`config.mk`:
```
export PLATFORM = sky130hd
export DESIGN_NAME = dltq_cell
export DESIGN_NICKNAME = d
export VERILOG_FILES = /design/src/rtl/core/dltq_pkg.sv /design/src/rtl/core/dltq_cell.sv
export SDC_FILE = /design/constraint.sdc
export NUM_CORES = 1
export LEC_CHECK = 0
export ABC_AREA = 1
export BUFFER_PORTS_ARGS = -buffer_cell sky130_fd_sc_hd__buf_2
export CORE_ASPECT_RATIO = 1.2
export CORE_MARGIN = 2
export CORE_UTILIZATION = 30
export CTS_CLUSTER_SIZE = 8
export DETAILED_ROUTE_END_ITERATION = 8
export GPL_TIMING_DRIVEN = 0
export PLACE_DENSITY = 0.5
export REMOVE_ABC_BUFFERS = 1
export SLEW_MARGIN = 30
export SYNTH_ARGS = -nofsm -noshare
export SYNTH_HDL_FRONTEND = slang
export SYNTH_SLANG_ARGS = --single-unit
```
`constraint.sdc`:
```
create_clock -name clk -period 2.8 [get_ports clk]
set_input_delay 0.28 -clock clk [delete_from_list [all_inputs] [get_ports clk]]
set_output_delay 0.28 -clock clk [all_outputs]
set_load 0.005 [all_outputs]
```
`src/rtl/core/dltq_pkg.sv`:
```
// Shared types and codes for the delta list timer queue.
package dltq_pkg;

	localparam int unsigned ID_W    = 4;
	localparam int unsigned TICKS_W = 32;

	// Request actions.
	localparam logic [1:0] ACT_ADD  = 2'd0;
	localparam logic [1:0] ACT_DEL  = 2'd1;
	localparam logic [1:0] ACT_TICK = 2'd2;
	localparam logic [1:0] ACT_SVC  = 2'd3;

	// Modes of the command word that travels down the cell chain.
	localparam logic [2:0] MODE_IDLE  = 3'd0;
	localparam logic [2:0] MODE_ADD   = 3'd1;
	localparam logic [2:0] MODE_SHIFT = 3'd2;
	localparam logic [2:0] MODE_DEL   = 3'd3;
	localparam logic [2:0] MODE_PULL  = 3'd4;
	localparam logic [2:0] MODE_SUB   = 3'd5;

	typedef struct packed {
		logic [1:0]         action;
		logic [ID_W-1:0]    timer_id;
		logic [TICKS_W-1:0] timeout_ticks;
	} req_t;

	typedef struct packed {
		logic               expired;
		logic [ID_W-1:0]    expired_id;
		logic               status;
		logic               queue_empty;
		logic [TICKS_W-1:0] pending_ticks;
	} rsp_t;

	// One position of the sorted list.
	typedef struct packed {
		logic               valid;
		logic [ID_W-1:0]    id;
		logic [TICKS_W-1:0] delta;
	} entry_t;

	// Command word; left holds the remainder, the fold amount or the tick count.
	typedef struct packed {
		logic               live;
		logic [2:0]         mode;
		logic [ID_W-1:0]    id;
		logic [TICKS_W-1:0] left;
		entry_t             carry;
	} word_t;

endpackage

```
`src/rtl/core/dltq_cell.sv`:
```
// One list position of the timer queue chain, with its stage of the command word.
module dltq_cell (
	input  logic            clk,
	input  logic            arst_n,
	input  dltq_pkg::word_t  word_in,
	input  dltq_pkg::entry_t next_ent,
	output dltq_pkg::entry_t ent,
	output dltq_pkg::word_t  word_out
);
	import dltq_pkg::*;

	entry_t ent_q;
	entry_t ent_d;
	word_t  word_q;
	word_t  word_d;

	always_comb begin
		ent_d  = ent_q;
		word_d = word_in;
		if (word_in.live) begin
			unique case (word_in.mode)
				MODE_ADD: begin
					if (!ent_q.valid || ent_q.delta >= word_in.left) begin
						// Insert here; the displaced entry is pushed down the chain.
						ent_d.valid        = 1'b1;
						ent_d.id           = word_in.id;
						ent_d.delta        = word_in.left;
						word_d.mode        = MODE_SHIFT;
						word_d.carry.valid = ent_q.valid;
						word_d.carry.id    = ent_q.id;
						word_d.carry.delta = ent_q.delta - word_in.left;
					end else begin
						word_d.left = word_in.left - ent_q.delta;
					end
				end
				MODE_SHIFT: begin
					ent_d        = word_in.carry;
					word_d.carry = ent_q;
				end
				MODE_DEL: begin
					if (ent_q.valid && ent_q.id == word_in.id) begin
						// Take the successor and fold the removed delta into it.
						ent_d.valid = next_ent.valid;
						ent_d.id    = next_ent.id;
						ent_d.delta = next_ent.delta + ent_q.delta;
						word_d.mode = MODE_PULL;
						word_d.left = '0;
					end
				end
				MODE_PULL: begin
					ent_d.valid = next_ent.valid;
					ent_d.id    = next_ent.id;
					ent_d.delta = next_ent.delta + word_in.left;
					word_d.left = '0;
				end
				MODE_SUB: begin
					ent_d.delta = ent_q.delta - word_in.left;
					word_d.mode = MODE_IDLE;
				end
				default: begin
					ent_d = ent_q;
				end
			endcase
		end
	end

	always_ff @(posedge clk or negedge arst_n) begin
		if (!arst_n) begin
			ent_q  <= '0;
			word_q <= '0;
		end else begin
			ent_q  <= ent_d;
			word_q <= word_d;
		end
	end

	assign ent      = ent_q;
	assign word_out = word_q;

endmodule

```
* Yosys cells after proc, flatten, opt, wreduce, memory -nomap -nowiden *
Index checks and enable logic that the tools add are counted.

word-level totals
  flip-flop bits (word level) = 114
  input port bits = 116
  output and inout port bits = 114
  word-level logic and storage cells = 44

cells by class
  $add $sub $neg = 4
  $lt $le $gt $ge = 1
  eq/ne operators = 8
  multiplexer cells = 14
  reduce and logical (&&, ||, !) cells = 7

operators by type and width
  kind                                                             number
  32-bit one-hot mux with 5 select lines                           1
  37-bit two-way mux                                               3
  32-bit one-hot mux with 3 select lines                           1
  37-bit one-hot mux with 2 select lines                           1
  69-bit two-way mux                                               1
  32-bit adder                                                     2
  32-bit two-way mux                                               2
  32-bit subtractor                                                2
  32-bit >= comparator                                             1
  5-bit one-hot mux with 4 select lines                            1
  3-bit two-way mux                                                3
  3-bit one-hot mux with 3 select lines                            1
  4-bit AND reduction                                              2
  3-bit by 2-bit == test with 1-bit output, second input constant  2
  3-bit == test, second input constant                             2
  5-bit nonzero test                                               1
  4-bit == test                                                    1
  2-bit != test, second input constant                             2
  4-bit nonzero test                                               1
  3-bit by 1-bit == test with 1-bit output, second input constant  1
  1-bit logical AND                                                1
  1-bit logical NOT                                                1
  1-bit logical OR                                                 1

* Depth between registers and ports, before layout *
Gate-level depths: netlist of run 1.

  depth in word-level cells = 5
  mapped depth = 21
  depth with buffers taken out = 19

* Least setup slack after synthesis of run 1 *
No wires, ideal clock.

  path type = input port to flip-flop
  from = in word_in[74] in the netlist's numbering
  to = reg ent_q, in the netlist ent[4]
  setup time = 0.126 ns
  arrival = 2.669 ns
  required time = 2.674 ns
  path slack = 0.004 ns
  cell stages on the path = 17
  buffers on the path = 2
  cells stage by stage = inv_2 nand3_1 clkbuf_1 clkbuf_1 o21ai_0 ha_1 fa_1 nand2_1 nand3_1 and2_1 or2_2 nand3_1 o21ai_0 a21oi_1 o21ai_0 nand2_1 o21ai_0

between the ends
  word-level cells in the longest chain between the ends = 3
  elaborated cells on any way between the ends = 10
  classes of those cells = 7 x eq/ne; 1 x mux; 2 x reduce/logical

RTL lines
  element                                                        RTL line         text
  from (decl)                                                    dltq_cell.sv:5   input dltq_pkg::word_t word_in,
  3-bit == test, or another cell as far along                    dltq_cell.sv:21  unique case (word_in.mode)
  5-bit nonzero test (no line) or 2-bit != test (tied branches)  --
  4-bit AND reduction (no line)                                  --
  to (signal assigned)                                           dltq_cell.sv:72  ent_q <= ent_d;
  to (decl)                                                      dltq_cell.sv:12  entry_t ent_q;

Parallel ways exist; a longest one is shown, timed or not.
A chain may end at the register's enable or synchronous reset.

* Worst setup path after layout of run 1 *
  from = in word_in[74] in the netlist's numbering
  to = reg ent_q, in the netlist ent[8]

The elaborated chain is that of the path after synthesis.

==> results.sh, run 1 <==
export IMPL_synth_edf_count=0
export IMPL_synth_most_common_cell="nand2_1"
export IMPL_p_per_area_nw_per_um2=737
export IMPL_slew_violations=0
export IMPL_drive_above_1_share_pct=19.9
export IMPL_min_to="word_out[25]"
export IMPL_cp_slowest_stage_delay_ps=370
export IMPL_ff2ff_path_depth=13
export IMPL_whs_path_depth=3
export IMPL_cts_sinks=114
export IMPL_grt_first_pass_wirelength_um=92200
export IMPL_min_period_ps=2780
export IMPL_wirelength_um=64300
export IMPL_clk_path_buf_depth=2
export IMPL_cap_violations=0
export IMPL_dp_hpwl_um=48200
export IMPL_insertion_delay_ps=470
export IMPL_track_usage_pct=28.8
export IMPL_hold_class="primary input to flop"
export IMPL_first_pass_iters=5
export IMPL_die_w_um=192
export IMPL_arrival_ps=3120
export IMPL_min_period_over_period_pct=99.1
export IMPL_critPathCaptureType="flop"
export IMPL_grt_setup_unrepaired="true"
export IMPL_async_flop_share_pct=100
export IMPL_gp_congestion=0.919
export IMPL_crit_required_ps=3140
export IMPL_synth_area_leaders="nand2_1 (25%), dfrtp_1 (22%), ha_1 (9.8%)"
export IMPL_vias=15279
export IMPL_reg2reg_from="ent[17]"
export IMPL_ir_drop_mv=0.499
export IMPL_grt_overflow=0
export IMPL_coreArea_um2=41900
export IMPL_fin_skew_ps=16.0
export IMPL_netlist_instances=2187
export IMPL_tightest_slew_ps=978
export IMPL_min_from="word_in[25]"
export IMPL_antenna_found_initial=1
export IMPL_drtIter0Drc=1225
export IMPL_synth_cell_area_um2=12700
export IMPL_grt_pass1_vias=14608
export IMPL_path_clk_slew_ps=60
export IMPL_area_growth_pct=29.6
export IMPL_pre_cts_ws_ps=-2150
export IMPL_fillers=4695
export IMPL_setup_viol_count_final=0
export IMPL_avgRoutedWirePerCell_um=21.4
export IMPL_cts_buffers=17
export IMPL_h_tree_depth=4
export IMPL_start_util_pct=30.4
export IMPL_critPathKind="primary input to flop"
export IMPL_r2r_end="word_out[42]"
export IMPL_numPortBuffers=229
export IMPL_r2r_setup_slack_ps=70
export IMPL_pin_count=230
export IMPL_setup_ws_ps=24.0
export IMPL_slowest_stage="ha_1"
export IMPL_synth_distinct_cells=45
export IMPL_synth_top_area_cell="nand2_1"
export IMPL_synth_common_cells="nand2_1 (845), inv_1 (319), nand3_1 (166), nor2_1 (160), o21ai_0 (122)"
export IMPL_crit_chain="buf_2 > clkinv_4 > nand3_4 > buf_12 > clkbuf_16 > o21ai_0 > ha_1 > nand2_1 > inv_1 > a21oi_1 > nand2_2 > buf_4 > or2_2 > nand3_1 > o2111ai_1 > nand2_1 > o21ai_0"
export IMPL_finalNetCount=2662
export IMPL_antenna_left=0
export IMPL_cts_root_buf="clkbuf_16"
export IMPL_synth_top_cell_area_share_pct=24.9
export IMPL_yosysSeqAreaShare_pct=22.4
export IMPL_ys_seq_elements=114
export IMPL_hold_viol=0
export IMPL_total_power_uw=12200
export IMPL_yosys_warnings=0
export IMPL_leakagePower_uw=0.00899
export IMPL_max_slew_margin_pct=34.6
export IMPL_viasPerCell=5.09
export IMPL_status="finished clean"
export IMPL_drc=0
export IMPL_cts_tree="done"
export IMPL_synth_avg_cell_area_um2=5.82
export IMPL_grt_start_max_net_pins=68
export IMPL_synth_ff_type="dfrtp_1"
export IMPL_crit_path_max_fanout=18
export IMPL_die_area_um2=44100
export IMPL_start_kind="primary input"
export IMPL_rows=82
export IMPL_die_h_um=230
export IMPL_clock_fmax_ghz=0.360
-- placed cells by master, fill, tap and decap left out, types with 8 or more instances in the layout --
master / instances
nor2_1: 148
nand2_2: 28
inv_2: 8
nand2_4: 8
buf_6: 8
o21ai_1: 41
a21oi_1: 110
o211ai_1: 10
nand3_2: 12
buf_4: 29
clkbuf_16: 20
nand4_1: 38
or2_2: 12
nand2_1: 813
o21ai_2: 22
nand3_4: 9
ha_2: 16
nand3b_1: 15
dfrtp_1: 107
ha_4: 9
nor2_4: 9
a21oi_2: 8
buf_2: 227
o21ai_0: 80
ha_1: 75
nand3_1: 152
inv_1: 314
xor2_1: 13
-- cell families after synthesis --
family	share of synthesized area (%)
xor gates and xnor gates	1.24
adders and majority gates	10.3
buffers and inverters	12.0
and+or+nand+nor	41.2
AOI/OAI and AO/OA	12.8
DFF	22.4
-- cell type report --
type | instances | area (um2) | area share (%)
timing repair buffer | 288 | 1890 | 11.5
timing repair inverter | 1 | 11.3 | 0.0683
sequential | 114 | 2860 | 17.3
clock inverter | 12 | 251 | 1.52
clock buffer | 20 | 457 | 2.77
tap | 546 | 683 | 4.14
multi-input combinational | 1692 | 9050 | 54.9
antenna | 1 | 2.50 | 0.0152
inverter | 329 | 1280 | 7.78
-- per-layer routing --
layer	part of all wire, %	track usage, %	up-vias
li1	-	-	7443
met1	43	36.6	7169
met2	47	48.5	558
met3	5.9	3.59	109
met4	4.3	12.4	0
met5	0	0	-
-- worst max-delay path, delay by kind of cell --
family	cells	cell delay, ps
buf+inv	6	900
simple gates	6	860
compound gates	4	700
fa+ha+maj	1	370
-- worst max path at each step --
stage | depth (start not counted) | startpoint | slack [ps] | endpoint
2_1_floorplan | 8 | word_in[75] | -1320 | word_out[13]
3_3_place_gp | 10 | word_in[74] | -6670 | word_out[12]
3_5_place_dp | 16 | ent[0] | -2150 | word_out[47]
4_1_cts | 18 | ent[0] | -5 | word_out[66]
5_1_grt | 18 | ent[0] | -20 | word_out[65]
6_report | 17 | word_in[74] | 20 | ent[8]
-- power breakdown --
group | internal (uW) | leakage [uW] | total (uW) | switching [uW]
registers | 1900 | 0.00137 | 2210 | 312
logic | 2390 | 0.00728 | 7230 | 4840
clock network | 1810 | 0.000337 | 2720 | 912
total | 6100 | 0.00899 | 12200 | 6070
-- flip-flops by register name, summed over array words and instances, names as in the netlist --
name and flops:
ent 37, word_out 77
-- what timing repair did --
action	in CTS	in global routing
endpoints found under the setup margin	108	106
hold buffers	7	0
cloned	8	3
gates resized for setup	99	125
buffers inserted	23	15
endpoints found under the hold margin	53	0
pin swaps	10	17
-- metrics by stage --
step	setup TNS (ps)	instances	cell area [um2]	hold slack, ps	utilization, %
floorplan	-79140	2129	12400	-15.6	-
global placement	-485890	2904	14300	420	34.1
detailed placement	-141700	2914	14500	213	34.7
CTS	-13.0	2984	15900	2.00	38.0
global route	-125	3003	16500	31.5	39.4
finish	0	3003	16500	33.7	39.4
Power figures use the tool's default switching activity.
==> run 2, diff against run 1 <==
- ABC_AREA: 1 -> 0
- PLACE_DENSITY: 0.5 -> 0.51
==> results.sh, run 2 <==
export IMPL_die_h_um=214
export IMPL_wirelength_um=50700
export IMPL_h_tree_depth=4
export IMPL_avgRoutedWirePerCell_um=23.9
export IMPL_largest_reg_flops=77
export IMPL_setup_viol_count_final=108
export IMPL_yosys_warnings=0
export IMPL_synth_cell_area_um2=11000
export IMPL_start_kind="flop"
export IMPL_dp_hpwl_um=35000
export IMPL_hold_class="primary input to flop"
export IMPL_async_flop_share_pct=100
export IMPL_synth_top_cell_area_share_pct=25.8
export IMPL_ir_drop_mv=0.504
export IMPL_cts_root_buf="clkbuf_16"
export IMPL_crit_required_ps=3120
export IMPL_path_clk_slew_ps=60
export IMPL_synth_ff_type="dfrtp_1"
export IMPL_pre_cts_ws_ps=-3170
export IMPL_dpl_cell_area_um2=12700
export IMPL_start_util_pct=30.2
export IMPL_critPathKind="flop to flop"
export IMPL_grt_overflow=0
export IMPL_critPathLaunch="ent[0]"
export IMPL_clock_fmax_ghz=0.278
export IMPL_crit_path_end="word_out[9]"
export IMPL_r2r_end="word_out[9]"
export IMPL_cp_slowest_stage_delay_ps=400
export IMPL_numPortBuffers=229
export IMPL_grt_setup_unrepaired="true"
export IMPL_cp_num_buf_inv=4
export IMPL_reg2reg_from="ent[0]"
export IMPL_synth_most_common_cell="nand2_1"
export IMPL_setup_ws_ps=-802
export IMPL_tightest_slew_ps=1020
export IMPL_p_per_area_nw_per_um2=746
export IMPL_insertion_delay_ps=460
export IMPL_pin_count=230
export IMPL_crit_chain="inv_2 > ha_4 > inv_2 > fa_2 > a21o_1 > a221oi_4 > nor3_2 > or3_4 > a21oi_4 > o21a_4 > buf_6 > and2_4 > or3_4 > buf_12 > nor2_1 > a221o_1"
export IMPL_final_common_cell="buf_2"
export IMPL_ys_seq_elements=114
export IMPL_r2r_setup_slack_ps=-800
export IMPL_whs_path_depth=2
export IMPL_fin_skew_ps=16.0
export IMPL_vias=12166
export IMPL_slowest_stage="dfrtp_1"
export IMPL_synth_top_area_cell="dfrtp_1"
export IMPL_max_slew_margin_pct=31.4
export IMPL_grt_first_pass_wirelength_um=71000
export IMPL_violations="negative setup slack"
export IMPL_grt_pass1_vias=11544
export IMPL_synth_avg_cell_area_um2=8.06
export IMPL_drtIter0Drc=1006
export IMPL_critPathCaptureType="flop"
export IMPL_area_growth_pct=39.3
export IMPL_status="finished with violations"
export IMPL_drive_above_1_share_pct=32.9
export IMPL_path_depth=16
export IMPL_cap_violations=0
export IMPL_first_pass_iters=5
export IMPL_slew_violations=0
export IMPL_cts_sinks=114
export IMPL_crit_path_max_fanout=6
export IMPL_gp_congestion=0.932
export IMPL_final_util_pct=42.0
export IMPL_ff2ff_path_depth=16
export IMPL_synth_common_cells="nand2_1 (134), a21oi_1 (126), o21ai_0 (115), dfrtp_1 (114), ha_1 (100)"
export IMPL_holdWs_ps=70.0
export IMPL_cts_buffers=17
export IMPL_design_area_um2=15400
export IMPL_rows=77
export IMPL_antenna_found_initial=7
export IMPL_total_power_uw=11500
export IMPL_track_usage_pct=24.7
export IMPL_synth_area_leaders="dfrtp_1 (26%), ha_1 (11%), a21oi_1 (5.7%)"
export IMPL_yosysSeqAreaShare_pct=25.8
export IMPL_min_period_ps=3600
export IMPL_coreArea_um2=36600
export IMPL_drc=0
export IMPL_cpLargestDelayFamily="compound AO/OA/AOI/OAI gates"
export IMPL_die_area_um2=38400
export IMPL_leakagePower_uw=0.00700
export IMPL_min_period_over_period_pct=129
export IMPL_layout_common_cells="buf_2 (225), nand2_1 (122), a21oi_1 (114)"
export IMPL_arrival_ps=3920
export IMPL_hold_viol=0
export IMPL_finalNetCount=1846
export IMPL_synth_distinct_cells=76
export IMPL_cts_tree="done"
export IMPL_netlist_instances=1370
export IMPL_synth_edf_count=0
export IMPL_die_w_um=179
export IMPL_antenna_left=0
export IMPL_clk_path_buf_depth=2
export IMPL_grt_start_max_net_pins=70
export IMPL_viasPerCell=5.74
==> run 2: timing repair <==
action	in CTS	in global routing
gates resized for setup	180	141
pin swaps	64	67
hold buffers	5	0
hold endpoints to repair	72	0
endpoints found under the setup margin	108	108
setup buffers	41	26
cloned	3	7
==> run 2: cell families after synthesis <==
family / synth area share (%)
AOI/OAI and AO/OA: 34.2
and+or+nand+nor: 13.4
adders and majority gates: 11.9
xor gates and xnor gates: 7.14
buffers and inverters: 6.26
muxes: 1.34
DFF: 25.8
==> run 2: layout make-up <==
type	count	area (um2)
antenna	5	12.5
fill	3716	21200
tap	474	593
timing repair buffer	322	2350
multi-input combinational	1090	8660
sequential	114	2860
clock buffer	17	425
inverter	82	310
clock inverter	15	175
==> run 2: stage by stage <==
step	TNS (ps)	cells
6_report	-71540	2119
3_3_place_gp	-453030	1988
3_5_place_dp	-165620	2004
5_1_grt	-80820	2117
2_1_floorplan	-87540	1285
4_1_cts	-64710	2085
==> run 2: how the worst min path moves through the flow <==
stage / from / endpoint
2_1_floorplan: arst_n / ent[0]
4_1_cts: word_in[4] / word_out[4]
5_1_grt: word_in[4] / word_out[4]
6_report: word_in[4] / word_out[4]
3_3_place_gp: word_in[70] / word_out[70]
3_5_place_dp: arst_n / word_out[14]
==> run 2: layer usage <==
layer	GRT usage [%]	up-vias	wire length, um
li1	-	5549	-
met4	10.1	6	2390
met2	39.9	533	23800
met3	4.29	136	3540
met5	0	-	27
met1	32.4	5942	20900
==> run 2: where the power goes <==
group	internal, uW	total (uW)	switching (uW)	leakage, uW
Combinational	2930	6950	4030	0.00537
Clock	1340	2310	973	0.000290
Sequential	1890	2220	328	0.00134
Total	6150	11500	5330	0.00700
==> run 3, diff against run 2 <==
- MAX_ROUTING_LAYER: not set -> met4
==> results.sh, run 3 (synthesized netlist as in run 2, its figures left out) <==
export IMPL_area_growth_pct=36.5
export IMPL_total_power_uw=11200
export IMPL_coreArea_um2=36600
export IMPL_netSwitchingPower_uw=5210
export IMPL_die_w_um=179
export IMPL_track_usage_pct=26.0
export IMPL_avgRoutedWirePerCell_um=23.5
export IMPL_fin_skew_ps=13.0
export IMPL_seq_power_share_pct=19.8
export IMPL_critPathCaptureType="flop"
export IMPL_setup_viol_count_final=108
export IMPL_tightest_slew_ps=993
export IMPL_path_clk_slew_ps=60
export IMPL_final_util_pct=41.2
export IMPL_dpl_cell_area_um2=12700
export IMPL_cts_buffers=17
export IMPL_cts_tree="done"
export IMPL_wirelength_um=49300
export IMPL_cap_violations=0
export IMPL_pin_count=230
export IMPL_cts_root_buf="clkbuf_16"
export IMPL_numPortBuffers=229
export IMPL_pre_cts_ws_ps=-3130
export IMPL_crit_path_max_fanout=6
export IMPL_reg2reg_from="ent[0]"
export IMPL_crit_required_ps=3130
export IMPL_p_per_area_nw_per_um2=742
export IMPL_rows=77
export IMPL_final_common_cell="buf_2"
export IMPL_antenna_left=0
export IMPL_start_kind="flop"
export IMPL_critPathLaunch="ent[0]"
export IMPL_h_tree_depth=4
export IMPL_max_slew_margin_pct=33.6
export IMPL_finalNetCount=1828
export IMPL_die_area_um2=38400
export IMPL_vias=11886
export IMPL_status="finished with violations"
export IMPL_slew_violations=0
export IMPL_pwr_share_comb_pct=60.2
export IMPL_layout_common_cells="buf_2 (225), nand2_1 (124), a21oi_1 (112)"
export IMPL_die_h_um=214
export IMPL_grt_start_max_net_pins=61
export IMPL_first_pass_iters=5
export IMPL_gp_congestion=0.904
export IMPL_viasPerCell=5.66
export IMPL_p_int_uw=5970
export IMPL_drive_above_1_share_pct=30.9
export IMPL_violations="negative setup slack"
export IMPL_start_util_pct=30.2
export IMPL_fin_cells=2100
export IMPL_min_period_ps=3550
export IMPL_leakagePower_uw=0.00691
export IMPL_hold_viol=0
export IMPL_grt_pass1_vias=11840
export IMPL_antenna_found_initial=3
export IMPL_critPathKind="flop to flop"
export IMPL_drtIter0Drc=861
export IMPL_cts_sinks=114
export IMPL_clock_fmax_ghz=0.282
export IMPL_ff2ff_path_depth=17
export IMPL_grt_first_pass_wirelength_um=72400
export IMPL_setup_ws_ps=-752
export IMPL_arrival_ps=3880
export IMPL_grt_overflow=0
export IMPL_insertion_delay_ps=460
export IMPL_p_sw_share_pct=46.6
export IMPL_min_period_over_period_pct=127
export IMPL_design_area_um2=15100
export IMPL_largest_reg_flops=77
export IMPL_whs_path_depth=2
export IMPL_p_clk_share_pct=20.0
export IMPL_ir_drop_mv=0.473
export IMPL_min_from="word_in[4]"
export IMPL_drc=0
export IMPL_dp_hpwl_um=35500
export IMPL_clk_path_buf_depth=2
export IMPL_hold_class="primary input to flop"
export IMPL_dp_cells=2004
export IMPL_grt_setup_unrepaired="true"
run 3: through the flow:
step                hold slack [ps]  TNS [ps]
floorplan                     -15.6    -87540
global placement                433   -455670
detailed placement              270   -166190
CTS                            61.1    -63930
global route                   72.5    -77150
finish                         74.9    -67540
run 3: power by group through the flow:
| stage | sequential, uW | combinational, uW | clock [uW] |
|---|---|---|---|
| floorplan | 2150 | 3790 | 0 |
| global placement | 2200 | 5540 | 0 |
| finish | 2220 | 6730 | 2230 |
| detailed placement | 2200 | 5580 | 0 |
| global route | 2260 | 7270 | 2330 |
| CTS | 2200 | 6290 | 2270 |
run 3: per-layer routing:
metal	vias up	track usage, %	share of wire [%]
met2	450	41.3	47
met4	0	9.54	3.4
met1	5842	33.5	44
met5	-	-	0
met3	86	3.58	5.7
li1	5508	-	-
run 3: repair_timing:
item | CTS | global route
cloned | 7 | 2
buffers inserted | 34 | 16
setup endpoints to repair | 108 | 108
gates resized for setup | 191 | 81
pin swaps | 49 | 29
hold buffers | 5 | 0
hold endpoints to repair | 63 | 0
run 3: worst paths after layout:
kind	endpoint	slack, ps
worst max-delay path	word_out[62]	-750
worst min-delay path	word_out[4]	70
worst max register to register	word_out[62]	-750
worst min register to register	word_out[34]	590
max in group asynchronous	ent[28]	1730
min in group asynchronous	word_out[12]	360
run 3: critical path: stages (launching register included):
cell and delay, ps:
dfrtp_1 400, inv_2 80, ha_4 150, inv_2 40, fa_2 380, a21o_1 220, a221oi_4 300, nor3_2 90
or3_4 360, a21oi_4 190, o21a_4 160, nand2_4 70, o21ai_2 140, o211ai_1 130, buf_4 200, buf_6 130
buf_6 120, a22o_1 250
run 3: area by class of cell:
class                   instances  area, um2
clock inverters                15        150
well taps                     474        593
fillers                      3775      21500
diodes                          4       10.0
inverters                      82        310
multi-input cells            1089       8500
repair buffers                305       2220
clock buffers                  17        425
flip-flops and latches        114       2860
